[src/design/prs_pkg.sv]
// prs_pkg: shared widths, register map, detection codes and payload types
// for the presence reminder sequencer; depends on nothing
`default_nettype none

package prs_pkg;

    // widths
    localparam int TIME_BITS   = 48;
    localparam int MS_BITS     = 27;
    localparam int FAIL_BITS   = 8;
    localparam int STREAK_BITS = 32;
    localparam int ADDR_BITS   = 5;
    localparam int DATA_BITS   = 32;
    localparam int REG_IDX_BITS = 3;

    // register indexes, byte address is 4 * index
    localparam logic [REG_IDX_BITS-1:0] REG_CAPTURE_INTERVAL = 3'd0;
    localparam logic [REG_IDX_BITS-1:0] REG_REMIND_AFTER     = 3'd1;
    localparam logic [REG_IDX_BITS-1:0] REG_ABSENCE_RESET    = 3'd2;
    localparam logic [REG_IDX_BITS-1:0] REG_REPEAT_INTERVAL  = 3'd3;
    localparam logic [REG_IDX_BITS-1:0] REG_SUSPEND_COOLDOWN = 3'd4;
    localparam logic [REG_IDX_BITS-1:0] REG_FAIL_LIMIT       = 3'd5;

    // register reset values
    localparam logic [MS_BITS-1:0]   RST_CAPTURE_INTERVAL = 27'd10000;
    localparam logic [MS_BITS-1:0]   RST_REMIND_AFTER     = 27'd1800000;
    localparam logic [MS_BITS-1:0]   RST_ABSENCE_RESET    = 27'd60000;
    localparam logic [MS_BITS-1:0]   RST_REPEAT_INTERVAL  = 27'd600000;
    localparam logic [MS_BITS-1:0]   RST_SUSPEND_COOLDOWN = 27'd300000;
    localparam logic [FAIL_BITS-1:0] RST_FAIL_LIMIT       = 8'd3;

    // detection outcome and class codes
    localparam logic [1:0] STATUS_OK     = 2'd0;
    localparam logic [1:0] STATUS_SKIP   = 2'd1;
    localparam logic [1:0] CLASS_PRESENT = 2'd1;
    localparam logic [1:0] CLASS_ABSENT  = 2'd2;

    // one capture tick
    typedef struct packed {
        logic [TIME_BITS-1:0] time_now_ms;
        logic                 user_enabled;
        logic                 output_busy;
        logic [1:0]           detect_status;
        logic                 detect_valid;
        logic [1:0]           detect_class;
    } t_in_item;

    // one result per tick
    typedef struct packed {
        logic [1:0]           alert_count;
        logic [2:0]           mode_now;
        logic                 reminder_deferred;
        logic [FAIL_BITS-1:0] failures_seen;
    } t_out_item;

    // configuration register contents
    typedef struct packed {
        logic [MS_BITS-1:0]   capture_interval_ms;
        logic [MS_BITS-1:0]   remind_after_ms;
        logic [MS_BITS-1:0]   absence_reset_ms;
        logic [MS_BITS-1:0]   repeat_interval_ms;
        logic [MS_BITS-1:0]   suspend_cooldown_ms;
        logic [FAIL_BITS-1:0] fail_limit;
    } t_cfg;

endpackage

`default_nettype wire

[src/design/prs_regs.sv]
// prs_regs: configuration register file behind the APB-style port
// depends on prs_pkg for the register map and the t_cfg type
`default_nettype none

module prs_regs (
    input  wire logic                          i_clk,
    input  wire logic                          i_rst_n,
    input  wire logic                          psel,
    input  wire logic                          penable,
    input  wire logic                          pwrite,
    input  wire logic [prs_pkg::ADDR_BITS-1:0] paddr,
    input  wire logic [prs_pkg::DATA_BITS-1:0] pwdata,
    output logic      [prs_pkg::DATA_BITS-1:0] prdata,
    output logic                               pready,
    output prs_pkg::t_cfg                      o_cfg
);

    prs_pkg::t_cfg                         r_cfg;
    logic [prs_pkg::REG_IDX_BITS-1:0]      w_index;
    logic                                  w_write;

    assign pready  = 1'b1;
    assign w_index = paddr[prs_pkg::ADDR_BITS-1:2];
    assign w_write = psel && penable && pwrite && pready;

    // register writes on the access phase
    always_ff @(posedge i_clk) begin
        if (!i_rst_n) begin
            r_cfg.capture_interval_ms <= prs_pkg::RST_CAPTURE_INTERVAL;
            r_cfg.remind_after_ms     <= prs_pkg::RST_REMIND_AFTER;
            r_cfg.absence_reset_ms    <= prs_pkg::RST_ABSENCE_RESET;
            r_cfg.repeat_interval_ms  <= prs_pkg::RST_REPEAT_INTERVAL;
            r_cfg.suspend_cooldown_ms <= prs_pkg::RST_SUSPEND_COOLDOWN;
            r_cfg.fail_limit          <= prs_pkg::RST_FAIL_LIMIT;
        end else if (w_write) begin
            case (w_index)
                prs_pkg::REG_CAPTURE_INTERVAL:
                    r_cfg.capture_interval_ms <= pwdata[prs_pkg::MS_BITS-1:0];
                prs_pkg::REG_REMIND_AFTER:
                    r_cfg.remind_after_ms <= pwdata[prs_pkg::MS_BITS-1:0];
                prs_pkg::REG_ABSENCE_RESET:
                    r_cfg.absence_reset_ms <= pwdata[prs_pkg::MS_BITS-1:0];
                prs_pkg::REG_REPEAT_INTERVAL:
                    r_cfg.repeat_interval_ms <= pwdata[prs_pkg::MS_BITS-1:0];
                prs_pkg::REG_SUSPEND_COOLDOWN:
                    r_cfg.suspend_cooldown_ms <= pwdata[prs_pkg::MS_BITS-1:0];
                prs_pkg::REG_FAIL_LIMIT:
                    r_cfg.fail_limit <= pwdata[prs_pkg::FAIL_BITS-1:0];
                default: begin
                end
            endcase
        end
    end

    // read mux
    always_comb begin
        case (w_index)
            prs_pkg::REG_CAPTURE_INTERVAL:
                prdata = prs_pkg::DATA_BITS'(r_cfg.capture_interval_ms);
            prs_pkg::REG_REMIND_AFTER:
                prdata = prs_pkg::DATA_BITS'(r_cfg.remind_after_ms);
            prs_pkg::REG_ABSENCE_RESET:
                prdata = prs_pkg::DATA_BITS'(r_cfg.absence_reset_ms);
            prs_pkg::REG_REPEAT_INTERVAL:
                prdata = prs_pkg::DATA_BITS'(r_cfg.repeat_interval_ms);
            prs_pkg::REG_SUSPEND_COOLDOWN:
                prdata = prs_pkg::DATA_BITS'(r_cfg.suspend_cooldown_ms);
            prs_pkg::REG_FAIL_LIMIT:
                prdata = prs_pkg::DATA_BITS'(r_cfg.fail_limit);
            default:
                prdata = '0;
        endcase
    end

    assign o_cfg = r_cfg;

endmodule

`default_nettype wire

[src/design/prs_core.sv]
// prs_core: mode state machine, timestamps and counters, updated once per tick
// depends on prs_pkg for the item, result and configuration types
`default_nettype none

module prs_core (
    input  wire logic               i_clk,
    input  wire logic               i_rst_n,
    input  wire prs_pkg::t_cfg      i_cfg,
    input  wire logic               i_advance,
    input  wire prs_pkg::t_in_item  i_item,
    output prs_pkg::t_out_item      o_result
);

    typedef enum logic [2:0] {
        MODE_IDLE      = 3'd0,
        MODE_ABSENT    = 3'd1,
        MODE_TRACKING  = 3'd2,
        MODE_OVERDUE   = 3'd3,
        MODE_SUSPENDED = 3'd4
    } t_mode;

    t_mode                               r_mode,            n_mode;
    logic [prs_pkg::TIME_BITS-1:0]       r_seat_anchor,     n_seat_anchor;
    logic [prs_pkg::TIME_BITS-1:0]       r_last_reminder,   n_last_reminder;
    logic [prs_pkg::TIME_BITS-1:0]       r_suspend_start,   n_suspend_start;
    logic [prs_pkg::STREAK_BITS-1:0]     r_absence_streak,  n_absence_streak;
    logic [prs_pkg::FAIL_BITS-1:0]       r_failure_count,   n_failure_count;
    logic                                r_pending,         n_pending;
    logic [1:0]                          n_alerts;

    logic [prs_pkg::TIME_BITS-1:0]       w_now;
    logic [prs_pkg::TIME_BITS-1:0]       w_since_suspend;
    logic [prs_pkg::TIME_BITS-1:0]       w_since_seat;
    logic [prs_pkg::TIME_BITS-1:0]       w_since_reminder;
    logic                                w_cooldown_done;
    logic                                w_remind_due;
    logic                                w_repeat_due;
    t_mode                               w_mode_eff;
    logic [prs_pkg::FAIL_BITS-1:0]       w_fail_base;
    logic [prs_pkg::FAIL_BITS-1:0]       w_fail_inc;
    logic [prs_pkg::STREAK_BITS:0]       w_streak_sum;
    logic [prs_pkg::STREAK_BITS-1:0]     w_streak_sat;
    logic                                w_present;
    logic                                w_absent;
    logic                                w_fire;

    // wrapping elapsed times and threshold compares
    assign w_now            = i_item.time_now_ms;
    assign w_since_suspend  = w_now - r_suspend_start;
    assign w_since_seat     = w_now - r_seat_anchor;
    assign w_since_reminder = w_now - r_last_reminder;
    assign w_cooldown_done  =
        w_since_suspend >= prs_pkg::TIME_BITS'(i_cfg.suspend_cooldown_ms);
    assign w_remind_due     =
        w_since_seat >= prs_pkg::TIME_BITS'(i_cfg.remind_after_ms);
    assign w_repeat_due     =
        w_since_reminder >= prs_pkg::TIME_BITS'(i_cfg.repeat_interval_ms);

    // a finished cooldown drops back to absent with the failure count cleared
    assign w_mode_eff  = (r_mode == MODE_SUSPENDED) ? MODE_ABSENT : r_mode;
    assign w_fail_base = (r_mode == MODE_SUSPENDED) ? '0 : r_failure_count;
    assign w_fail_inc  = (w_fail_base == '1) ? w_fail_base
                                             : w_fail_base + prs_pkg::FAIL_BITS'(1);

    // saturating absence streak
    assign w_streak_sum = {1'b0, r_absence_streak}
                        + (prs_pkg::STREAK_BITS + 1)'(i_cfg.capture_interval_ms);
    assign w_streak_sat = w_streak_sum[prs_pkg::STREAK_BITS] ? '1
                        : w_streak_sum[prs_pkg::STREAK_BITS-1:0];

    assign w_present = i_item.detect_valid && (i_item.detect_class == prs_pkg::CLASS_PRESENT);
    assign w_absent  = i_item.detect_valid && (i_item.detect_class == prs_pkg::CLASS_ABSENT);

    // next state for one tick
    always_comb begin
        n_mode           = r_mode;
        n_seat_anchor    = r_seat_anchor;
        n_last_reminder  = r_last_reminder;
        n_suspend_start  = r_suspend_start;
        n_absence_streak = r_absence_streak;
        n_failure_count  = r_failure_count;
        n_pending        = r_pending;
        n_alerts         = 2'd0;
        w_fire           = 1'b0;

        if (!i_item.user_enabled) begin
            n_mode = MODE_IDLE;
        end else if (r_mode == MODE_SUSPENDED && !w_cooldown_done) begin
            // still cooling down, tick has no effect
        end else begin
            n_mode          = w_mode_eff;
            n_failure_count = w_fail_base;

            // deferred reminder plays once the audio path is free
            if (r_pending && !i_item.output_busy) begin
                n_pending = 1'b0;
                n_alerts  = 2'd1;
            end

            case (i_item.detect_status)
                prs_pkg::STATUS_OK: begin
                    n_failure_count = '0;
                    if (w_present) begin
                        n_absence_streak = '0;
                        if (w_mode_eff inside {MODE_IDLE, MODE_ABSENT}) begin
                            n_mode          = MODE_TRACKING;
                            n_seat_anchor   = w_now;
                            n_last_reminder = '0;
                        end else if (w_remind_due) begin
                            if (w_mode_eff == MODE_TRACKING) begin
                                n_mode          = MODE_OVERDUE;
                                n_last_reminder = w_now;
                                w_fire          = 1'b1;
                            end else if (w_repeat_due) begin
                                n_last_reminder = w_now;
                                w_fire          = 1'b1;
                            end
                        end
                    end else if (w_absent) begin
                        n_absence_streak = w_streak_sat;
                        if (w_streak_sat >= prs_pkg::STREAK_BITS'(i_cfg.absence_reset_ms)) begin
                            n_mode           = MODE_ABSENT;
                            n_absence_streak = '0;
                            n_seat_anchor    = '0;
                            n_last_reminder  = '0;
                            n_pending        = 1'b0;
                        end
                    end
                end
                prs_pkg::STATUS_SKIP: begin
                end
                default: begin
                    // failed detection, including the unused status code
                    n_failure_count = w_fail_inc;
                    if (w_fail_inc >= i_cfg.fail_limit) begin
                        n_mode          = MODE_SUSPENDED;
                        n_suspend_start = w_now;
                    end
                end
            endcase

            // a due reminder plays now or waits for the busy flag
            if (w_fire) begin
                if (i_item.output_busy) begin
                    n_pending = 1'b1;
                end else begin
                    n_alerts = n_alerts + 2'd1;
                end
            end
        end
    end

    // state registers
    always_ff @(posedge i_clk) begin
        if (!i_rst_n) begin
            r_mode           <= MODE_ABSENT;
            r_seat_anchor    <= '0;
            r_last_reminder  <= '0;
            r_suspend_start  <= '0;
            r_absence_streak <= '0;
            r_failure_count  <= '0;
            r_pending        <= 1'b0;
        end else if (i_advance) begin
            r_mode           <= n_mode;
            r_seat_anchor    <= n_seat_anchor;
            r_last_reminder  <= n_last_reminder;
            r_suspend_start  <= n_suspend_start;
            r_absence_streak <= n_absence_streak;
            r_failure_count  <= n_failure_count;
            r_pending        <= n_pending;
        end
    end

    // result of the current tick
    assign o_result.alert_count       = n_alerts;
    assign o_result.mode_now          = n_mode;
    assign o_result.reminder_deferred = n_pending;
    assign o_result.failures_seen     = n_failure_count;

    // disabling forces idle on the following cycle
    a_disable_idle: assert property (@(posedge i_clk) disable iff (!i_rst_n)
        i_advance && !i_item.user_enabled |=> r_mode == MODE_IDLE)
        else $error("mode not idle after a disabled tick");

    // nothing plays while the audio path is busy
    a_busy_silent: assert property (@(posedge i_clk) disable iff (!i_rst_n)
        i_advance && i_item.output_busy |-> o_result.alert_count == 2'd0)
        else $error("alert played while busy");

    // an active tick with a free audio path leaves nothing deferred
    a_pending_flushed: assert property (@(posedge i_clk) disable iff (!i_rst_n)
        i_advance && i_item.user_enabled && !i_item.output_busy
            && r_mode != MODE_SUSPENDED |=> !r_pending)
        else $error("reminder left deferred with audio free");

endmodule

`default_nettype wire

[src/design/presence_reminder_sequencer.sv]
// presence_reminder_sequencer: top level with input and result registers
// depends on prs_pkg, prs_regs and prs_core
//
// Usage
//   Input channel: i_in_valid / o_in_stall / i_in_data carries one capture tick
//   per transaction. Output channel: o_out_valid / i_out_stall / o_out_data
//   carries exactly one result per tick, in order.
//   Configuration is written over the APB-style port (psel, penable, pwrite,
//   paddr, pwdata, prdata, pready) at byte address 4 * register index; pready
//   always high; users must write only while no tick is in flight (not enforced).
//   Flow: an accepted tick is registered in the input register, processed by
//   the state update, then registered in the result register and presented
//   on o_out_valid; a stalled receiver can hold it in the input register.
//   Throughput: one tick per cycle while the receiver does not stall; the state
//   update is combinational, three 48-bit elapsed-time compares and the streak
//   adder, so each tick sees the state left by the one before it.
//   Reset (synchronous, active low): mode absent, timestamps and counters
//   cleared, nothing deferred, registers at their default values, both
//   pipeline registers empty.
//   When the receiver stalls, the result register holds its transaction; an
//   empty input register still takes one more tick, then o_in_stall is high
//   until the result is taken.
`default_nettype none

module presence_reminder_sequencer (
    input  wire logic                          i_clk,
    input  wire logic                          i_rst_n,
    input  wire logic                          i_in_valid,
    output logic                               o_in_stall,
    input  wire prs_pkg::t_in_item             i_in_data,
    output logic                               o_out_valid,
    input  wire logic                          i_out_stall,
    output prs_pkg::t_out_item                 o_out_data,
    input  wire logic                          psel,
    input  wire logic                          penable,
    input  wire logic                          pwrite,
    input  wire logic [prs_pkg::ADDR_BITS-1:0] paddr,
    input  wire logic [prs_pkg::DATA_BITS-1:0] pwdata,
    output logic      [prs_pkg::DATA_BITS-1:0] prdata,
    output logic                               pready
);

    prs_pkg::t_cfg       w_cfg;
    prs_pkg::t_out_item  w_result;
    prs_pkg::t_in_item   r_in;
    prs_pkg::t_out_item  r_out;
    logic                r_in_valid;
    logic                r_out_valid;
    logic                w_out_free;
    logic                w_advance;
    logic                w_in_accept;

    // configuration registers
    prs_regs u_regs (
        .i_clk   (i_clk),
        .i_rst_n (i_rst_n),
        .psel    (psel),
        .penable (penable),
        .pwrite  (pwrite),
        .paddr   (paddr),
        .pwdata  (pwdata),
        .prdata  (prdata),
        .pready  (pready),
        .o_cfg   (w_cfg)
    );

    // per-tick state update
    prs_core u_core (
        .i_clk     (i_clk),
        .i_rst_n   (i_rst_n),
        .i_cfg     (w_cfg),
        .i_advance (w_advance),
        .i_item    (r_in),
        .o_result  (w_result)
    );

    // pipeline handshake
    assign w_out_free  = !r_out_valid || !i_out_stall;
    assign w_advance   = r_in_valid && w_out_free;
    assign o_in_stall  = r_in_valid && !w_out_free;
    assign w_in_accept = i_in_valid && !o_in_stall;

    // valid flags
    always_ff @(posedge i_clk) begin
        if (!i_rst_n) begin
            r_in_valid  <= 1'b0;
            r_out_valid <= 1'b0;
        end else begin
            if (w_in_accept) begin
                r_in_valid <= 1'b1;
            end else if (w_advance) begin
                r_in_valid <= 1'b0;
            end
            if (w_advance) begin
                r_out_valid <= 1'b1;
            end else if (!i_out_stall) begin
                r_out_valid <= 1'b0;
            end
        end
    end

    // payload registers
    always_ff @(posedge i_clk) begin
        if (w_in_accept) begin
            r_in <= i_in_data;
        end
        if (w_advance) begin
            r_out <= w_result;
        end
    end

    assign o_out_valid = r_out_valid;
    assign o_out_data  = r_out;

endmodule

`default_nettype wire
[config.mk]
export PLATFORM = sky130hd
export DESIGN_NAME = presence_reminder_sequencer
export DESIGN_NICKNAME = d
export VERILOG_FILES = /design/src/design/prs_pkg.sv /design/src/design/prs_regs.sv /design/src/design/prs_core.sv /design/src/design/presence_reminder_sequencer.sv
export SDC_FILE = /design/constraint.sdc
export NUM_CORES = 1
export LEC_CHECK = 0
export ABC_CLOCK_PERIOD_IN_PS = 12700
export BUFFER_PORTS_ARGS = -buffer_cell sky130_fd_sc_hd__buf_2
export CAP_MARGIN = 40
export CORE_ASPECT_RATIO = 0.5
export CORE_UTILIZATION = 60
export DETAILED_ROUTE_END_ITERATION = 16
export HOLD_SLACK_MARGIN = 0.08
export PLACE_DENSITY = 0.78
export SYNTH_ARGS = -nofsm -noshare
export SYNTH_HDL_FRONTEND = slang
export SYNTH_SLANG_ARGS = --single-unit
export TNS_END_PERCENT = 30
[constraint.sdc]
create_clock -name i_clk -period 12.7 [get_ports i_clk]
set_input_delay 0 -clock i_clk [delete_from_list [all_inputs] [get_ports i_clk]]
set_output_delay 0 -clock i_clk [all_outputs]
set_load 0.05 [all_outputs]
# Word-level counts from Yosys, hierarchy flattened
# Index checks and enable logic that the tools add are counted.
# Widths: inputs -> output; s select.
word_totals:
  out_inout_bits: 49
  elab_cells: 146
  ff_bits: 402
op_classes:
  muxes: 56
  add_sub_neg: 6
  n_eq_ne: 16
  reduce_logical: 35
  magnitude_cmp: 5
  n_bitwise: 3
ops:
  columns: ["cell", "n"]
  rows:
  - ["$mux 48", 9]
  - ["$pmux 27 s6", 1]
  - ["$ge 48x27->1", 3]
  - ["$sub 48x48->48", 3]
  - ["$mux 32", 4]
  - ["$add 32x27->33", 1]
  - ["$ge 32x27->1", 1]
  - ["$mux 8", 4]
  - ["$mux 3", 10]
  - ["$mux 1", 22]
  - ["$pmux 8 s2", 1]
  - ["$reduce_and 2->1", 6]
  - ["$reduce_and 5->1", 2]
  - ["$eq 3x2->1 const B", 3]
  - ["$eq 3x3->1 const B", 3]
  - ["$logic_and 1x1->1", 9]
  - ["$add 8x1->8 const B", 1]
  - ["$eq 8x8->1 const B", 1]
  - ["$ge 8x8->1", 1]
  - ["$mux 2", 4]
  - ["$reduce_and 8->1", 1]
  - ["$reduce_bool 2->1", 4]
  - ["$reduce_and 7->1", 1]
  - ["$eq 3x1->1 const B", 2]
  - ["14 further kinds", 24]

# Longest topological paths before layout
logic_depth:
  depth_word: 13
  ltp_mapped: 29
  mapped_depth_nobuf: 27

# By module
# Synthesis repeated with hierarchy kept, for this count alone.
unflattened:
  hier_cells: 3771
  area_unflattened_um2: 30606.9
by_module_without_submodules:
  columns: ["module", "area_per_inst_um2", "cells_per_inst", "n_inst", "seq_area_each_um2"]
  rows:
  - ["prs_core", 21901.0, 3001, 1, 3763.6]
  - ["prs_regs", 6550.0, 693, 1, 2862.7]
  - ["presence_reminder_sequencer", 2155.8, 77, 1, 2112.0]

# Worst setup path before layout
# Ideal clock, no wire load.
synth_path:
  kind: "flip-flop to flip-flop"
  from: "register r_in[7] (netlist name)"
  to: "register u_core.r_absence_streak[10] (netlist name)"
  setup_time_ps: 117
  t_arrival_ps: 5693
  slack_ps: 6890
  path_buffers: 2
  stages_incl_launch_ff: 30
  period_less_slack_ps: 5810
  cell_sequence: "edfxtp_1 inv_1 ha_1 inv_1 fa_1 a211oi_1 o21ai_1 nor2_1 nor3_1 nor2_1 nor2_1 nor2_1 o21a_1 o21bai_1 xor2_1 ha_1 and4_1 nand3_1 o2bb2ai_1 a211o_1 a2111o_1 or4_1 a2111oi_2 nand4_1 o31ai_4 nor2_2 and4_1 buf_4 buf_6 a22o_1"
synth_between:
  elab_chain_len: 6
synth_lines:
  columns: ["item", "line", "text"]
  rows:
  - ["start, declared", "presence_reminder_sequencer.sv:45", "prs_pkg::t_in_item r_in;"]
  - ["start signal, assigned", "presence_reminder_sequencer.sv:105", "r_in <= i_in_data;"]
  - ["$sub 48x48->48", "prs_core.sv:49", "assign w_since_suspend = w_now - r_suspend_start;"]
  - ["$ge 48x27->1", "prs_core.sv:53", "w_since_suspend >= prs_pkg::TIME_BITS'(i_cfg.suspend_cooldown_ms);"]
  - ["$logic_not 1->1", "prs_core.sv:88", "end else if (r_mode == MODE_SUSPENDED && !w_cooldown_done) begin"]
  - ["$logic_and 1x1->1", "prs_core.sv:88", null]
  - ["$not 1->1 (no source line)", null, null]
  - ["$reduce_and 5->1 (no source line)", null, null]
  - ["end signal, assigned", "prs_core.sv:168", "r_absence_streak <= n_absence_streak;"]
  - ["end, declared", "prs_core.sv:26", "logic [prs_pkg::STREAK_BITS-1:0] r_absence_streak, n_absence_streak;"]
# No other way between the ends.
# A chain may end at the register's enable or synchronous reset.

# Final worst setup path
layout_path:
  from: "register u_regs.r_cfg, in the netlist u_regs.o_cfg[116]"
  to: "register u_core.r_seat_anchor[43] (netlist name)"
layout_between:
  elab_chain_len: 5
layout_lines:
  columns: ["item", "line", "text"]
  rows:
  - ["start, declared", "prs_regs.sv:18", "prs_pkg::t_cfg r_cfg;"]
  - ["$add 32x27->33", "prs_core.sv:67", "+ (prs_pkg::STREAK_BITS + 1)'(i_cfg.capture_interval_ms);"]
  - ["$mux 32", "prs_core.sv:68", "assign w_streak_sat = w_streak_sum[prs_pkg::STREAK_BITS] ? '1"]
  - ["$ge 32x27->1", "prs_core.sv:121", "if (w_streak_sat >= prs_pkg::STREAK_BITS'(i_cfg.absence_reset_ms)) begin"]
  - ["$reduce_bool 2->1 (no source line)", null, null]
  - ["$reduce_and 7->1 (no source line)", null, null]
  - ["end signal, assigned", "prs_core.sv:165", "r_seat_anchor <= n_seat_anchor;"]
  - ["end, declared", "prs_core.sv:23", "logic [prs_pkg::TIME_BITS-1:0] r_seat_anchor, n_seat_anchor;"]
# No other way between the ends.

==> PnR_summary.wiki <==
{| class="wikitable"
! Metric !! Value
|-
| Die width || 318 um
|-
| Die ar. || 50800 um^2
|-
| Buffers on Ports || around 130
|-
| Largest fanout of any net on the critical path || between 90 and 100
|-
| Most common cell type on the critical path || a21o_1
|-
| Sinks on the clock net || around 400
|-
| Sequential Power Share || 41.5%
|-
| Final setup violation count || 0
|-
| Starting DRT DRC Count || 3431
|-
| Vias per cell || 6.41
|-
| Design area || 33100 um^2
|-
| Max Buffers Root-to-Sink || 3
|-
| Number of antenna violations at the first check in global routing || 4
|-
| Reg2reg setup slack || 5.19 ns
|-
| Switching Fraction || between 30% and 40%
|-
| Internal Power || 2.25 mW
|-
| Global-route wire length before repair || 155000 um
|-
| Switching power || between 0.9 and 1 mW
|-
| Setup repair after global routing missed its margin || false
|-
| Worst Path Arrival || 7.94 ns
|-
| Worst Path Required || around 13 ns
|-
| Slew at the pin closest to its max-slew limit || 0.977 ns
|-
| Post-CTS clock slew at the launch and capture registers of the worst setup and hold paths || 0.08 ns
|-
| Layout net count || 4325
|-
| Crit end category || flop
|-
| TritonRoute pass-1 iters || 8
|-
| Startpoint-to-endpoint class of the critical path || flop to flop
|-
| Max incr delay on CP || about 0.63 ns
|-
| Yosys warning total || 0
|-
| TritonCTS Buffers || 39
|-
| Setup crit start || u_regs.o_cfg[116]$_SDFFE_PN0P_
|-
| Post-CTS Repair Setup Buffers || 0
|-
| Share of cells above drive strength 1 || 8.62%
|-
| Clock tree from TritonCTS || done
|-
| Post-synthesis sequential area ratio || 29.2%
|-
| Min-delay worst type || primary input to flop
|-
| Reg-to-reg critical path endpoint || u_core.r_seat_anchor[43]$_SDFFE_PN0P_
|-
| Gate count after technology mapping || 3835
|-
| Number of synthesized register bits || 402
|-
| Antenna-violating nets left || 0
|-
| Most used DFF post-synth || dfxtp_1
|-
| Crit path depth || 25
|-
| Peak VDD IR || 0.104 mV
|-
| Max-cap check violation count || 0
|-
| Headroom to the max-slew limit || roughly 34%
|-
| Syn-to-layout area delta || 10.9%
|-
| Register Area || 8740 um^2
|-
| Final non-filler cell total || approximately 4600
|-
| Total negative slack || 0 ns
|-
| Layout Utilization || 67.8%
|-
| Aggregate routed wire length || 99400 um
|-
| Routed vias || roughly 30000
|-
| Final Hold Violating Endpoints || 0
|-
| Core Area || between 40000 and 50000 um^2
|-
| GP Congestion || 1.01
|-
| Remaining Overflow, GRT || 0
|-
| Area of the mapped netlist || 29900 um^2
|-
| Gate family responsible for the most delay along the worst path || compound AO/OA/AOI/OAI gates
|-
| CP Buf/Inv Count || 2
|-
| Nature of the critical path startpoint || flop
|-
| Max Transition Viols Final || 0
|-
| Detailed-route wire length per cell || 21.5 um
|-
| Beginning of the worst register-to-register path || u_regs.o_cfg[116]$_SDFFE_PN0P_
|-
| Area occupied by multi-input gates || a little under 20000 um^2
|-
| Starting density of the core || 61.2%
|-
| DIE HEIGHT || 160 um
|-
| Min Clock Period, post-route || 7.51 ns
|-
| # placed instances || 4459
|-
| Share of synthesized registers carrying an async set or reset || 0%
|-
| Gate power share || 18.3%
|-
| Worst-Skew Late Latency || 0.59 ns
|-
| Global routing usage summed across all routing layers || 38.4%
|-
| Via count of the first global-routing pass || 27100
|-
| Top-Level Pins || 148
|-
| Depth of the most critical reg-to-reg path || 25
|-
| Residual DRC || 0
|-
| Clock Skews || 0.0269 ns
|-
| Placed standard-cell area || between 30000 and 40000 um^2
|-
| EDFF count, synth || 69
|-
| Portion of total power attributed to the clock network || 40.2%
|-
| Power density normalized to cell area || 97.8 nW/um^2
|-
| Filler Cells Inserted || a little over 4000
|-
| Number of placement rows || 57
|-
| Slowest-stage cell, CP || buf_4
|-
| Outcome || completed
|-
| Leakage power figure || roughly 13 nW
|-
| Achievable frequency || between 100 and 150 MHz
|-
| Htree depth || 2
|-
| Largest net degree at the start of global routing || 96
|-
| Average instance area after synthesis || 7.79 um^2
|-
| Final worst-path cycle share || roughly three fifths
|-
| Worst setup path end || u_core.r_seat_anchor[43]$_SDFFE_PN0P_
|-
| Unique masters post-synth || between 80 and 90
|-
| Detail Placement HPWL || 76000 um
|-
| Clock Root Buffer || clkbuf_16
|}
Yosys cell counts (17+ instances only):
master    count  area (um^2)
nor2_1      232          871
and2_1       20          125
a22oi_1      18          135
a21o_1       70          526
nand3_1      60          300
and3_1       20          125
o22ai_1      17          106
a211oi_1     30          225
nand2b_1     45          282
a31oi_1      26          163
nand4_1      80          500
a21oi_1     410         2050
nand2_1     595         2230
o21ai_0     179          896
xor2_1       56          490
xnor2_1      69          604
or3_1        17          106
nor2b_1      19          119
buf_2        28          140
dfxtp_1     333         6670
o21a_1       36          270
o211ai_1     64          480
or2_2        66          413
ha_1        285         3570
a22o_1       88          771
o21bai_1     32          240
mux2i_1      88          881
edfxtp_1     69         2070
nor3_1       57          285
nor4_1       26          163
clkbuf_1    144          541
inv_1       311         1170
o31ai_1      17          128
state kept, by name, summed over array words and instances (netlist names):
register                 cells
u_core.r_seat_anchor        48
o_out_data                  14
u_core.r_last_reminder      48
u_core.r_absence_streak     32
o_out_valid                  1
r_in                        55
u_core.r_pending             1
u_regs.o_cfg               143
r_in_valid                   1
u_core.r_suspend_start      48
u_core.r_mode                3
u_core.r_failure_count       8
layer usage:
metal / wire [um] / GRT usage (%) / up-vias
met5: 27 / 0 / -
met4: 3380 / 11.9 / 4
met3: 10900 / 8.46 / 242
met2: 40900 / 56.7 / 1497
met1: 44200 / 55.5 / 13900
li1: - / - / 13900
metrics by stage:
stage | setup slack, ns | hold slack [ns] | power, mW
final | 5.19 | 0.125 | 3.24
after global placement | 5.27 | 0.176 | 1.91
after floorplan | 6.89 | 0.0989 | 1.75
after global routing | 4.84 | 0.115 | 3.35
after detailed placement | 5.47 | 0.178 | 1.92
after CTS | 5.41 | 0.103 | 3.22
final cells by class:
| cell class | instances | share of cell area [%] |
|---|---|---|
| Timing Repair Buffer | 247 | 5.46 |
| Sequential cell | 402 | 26.4 |
| Inverter | 312 | 3.55 |
| Antenna cell | 1 | 0.00755 |
| Clock buffer | 48 | 3.20 |
| Multi-Input combinational cell | 2935 | 58.1 |
| Tap cell | 649 | 2.45 |
| Clock inverter | 23 | 0.906 |
placed cells by master (no fill, tap or decap), drive strengths merged, types with 13 or more instances in the layout:
master,synthesis,routed
nand2,595,595
nor2b,19,19
and3,20,20
nand2b,45,45
and4,13,13
a31oi,26,26
inv,312,312
xnor2,69,69
dlygate4sd3,0,86
o21ai,184,184
a22o,88,88
nor2,233,233
ha,285,285
clkbuf,144,48
o22ai,17,17
dfxtp,333,333
o31ai,18,18
a21o,70,70
mux4,16,16
a21oi,410,410
o211ai,64,64
a211oi,31,31
and2,21,21
nand4,80,80
mux2i,88,88
o21a,36,36
a22oi,18,18
or3,17,17
o21bai,32,32
or2,66,66
buf,46,160
nand3,60,60
nor3,57,57
edfxtp,69,69
xor2,56,56
nor4,28,28
power by group through the flow:
| stage | logic (mW) | registers, mW | clock network, mW |
|---|---|---|---|
| after floorplan | 0.380 | 1.37 | 0 |
| after global placement | 0.537 | 1.37 | 0 |
| after detailed placement | 0.550 | 1.37 | 0 |
| after CTS | 0.574 | 1.35 | 1.30 |
| after global routing | 0.643 | 1.35 | 1.36 |
| final | 0.594 | 1.35 | 1.30 |
logic make-up after synthesis:
logic type / synth area share (%)
compound gates: 24.1
buf+inv: 6.60
xor+xnor: 3.66
fa+ha+maj: 12.2
flops: 29.2
simple gates: 19.9
other cells: 0.0251
mux: 4.30
timing repair:
action	in CTS	in global routing
resized for setup	0	0
hold buffers	86	0
hold endpoints to repair	201	0
endpoints found under the setup margin	0	0
worst reg2reg max path, stage by stage (launching register included):
cell	delay [ns]
dfxtp_1	0.34
ha_1	0.22
fa_1	0.43
a211oi_1	0.34
nor2_1	0.10
or4_1	0.45
and4_1	0.25
o31ai_1	0.51
o31a_1	0.35
a21o_1	0.16
a21oi_2	0.08
buf_6	0.20
or2_2	0.34
ha_1	0.30
a21o_1	0.18
a21o_1	0.18
a221oi_1	0.28
a21oi_1	0.18
a211o_1	0.30
a2111oi_0	0.47
and2_1	0.34
a311oi_1	0.22
nand3_2	0.12
buf_4	0.63
or2_2	0.34
a21oi_1	0.06
worst min path at each step:
| stage | endpoint | slack, ns | from | cells after the start |
|---|---|---|---|---|
| after floorplan | r_in[0]$_DFFE_PP_ | 0.1 | i_in_data[0] | 0 |
| after CTS | r_in[13]$_DFFE_PP_ | 0.10 | i_in_data[13] | 2 |
| after detailed placement | r_in[26]$_DFFE_PP_ | 0.18 | i_in_data[26] | 1 |
| after global placement | r_in[40]$_DFFE_PP_ | 0.18 | i_in_data[40] | 1 |
| after global routing | r_in[0]$_DFFE_PP_ | 0.12 | i_in_data[0] | 2 |
| final | r_in[6]$_DFFE_PP_ | 0.12 | i_in_data[6] | 2 |
Power figures use the tool's default switching activity.
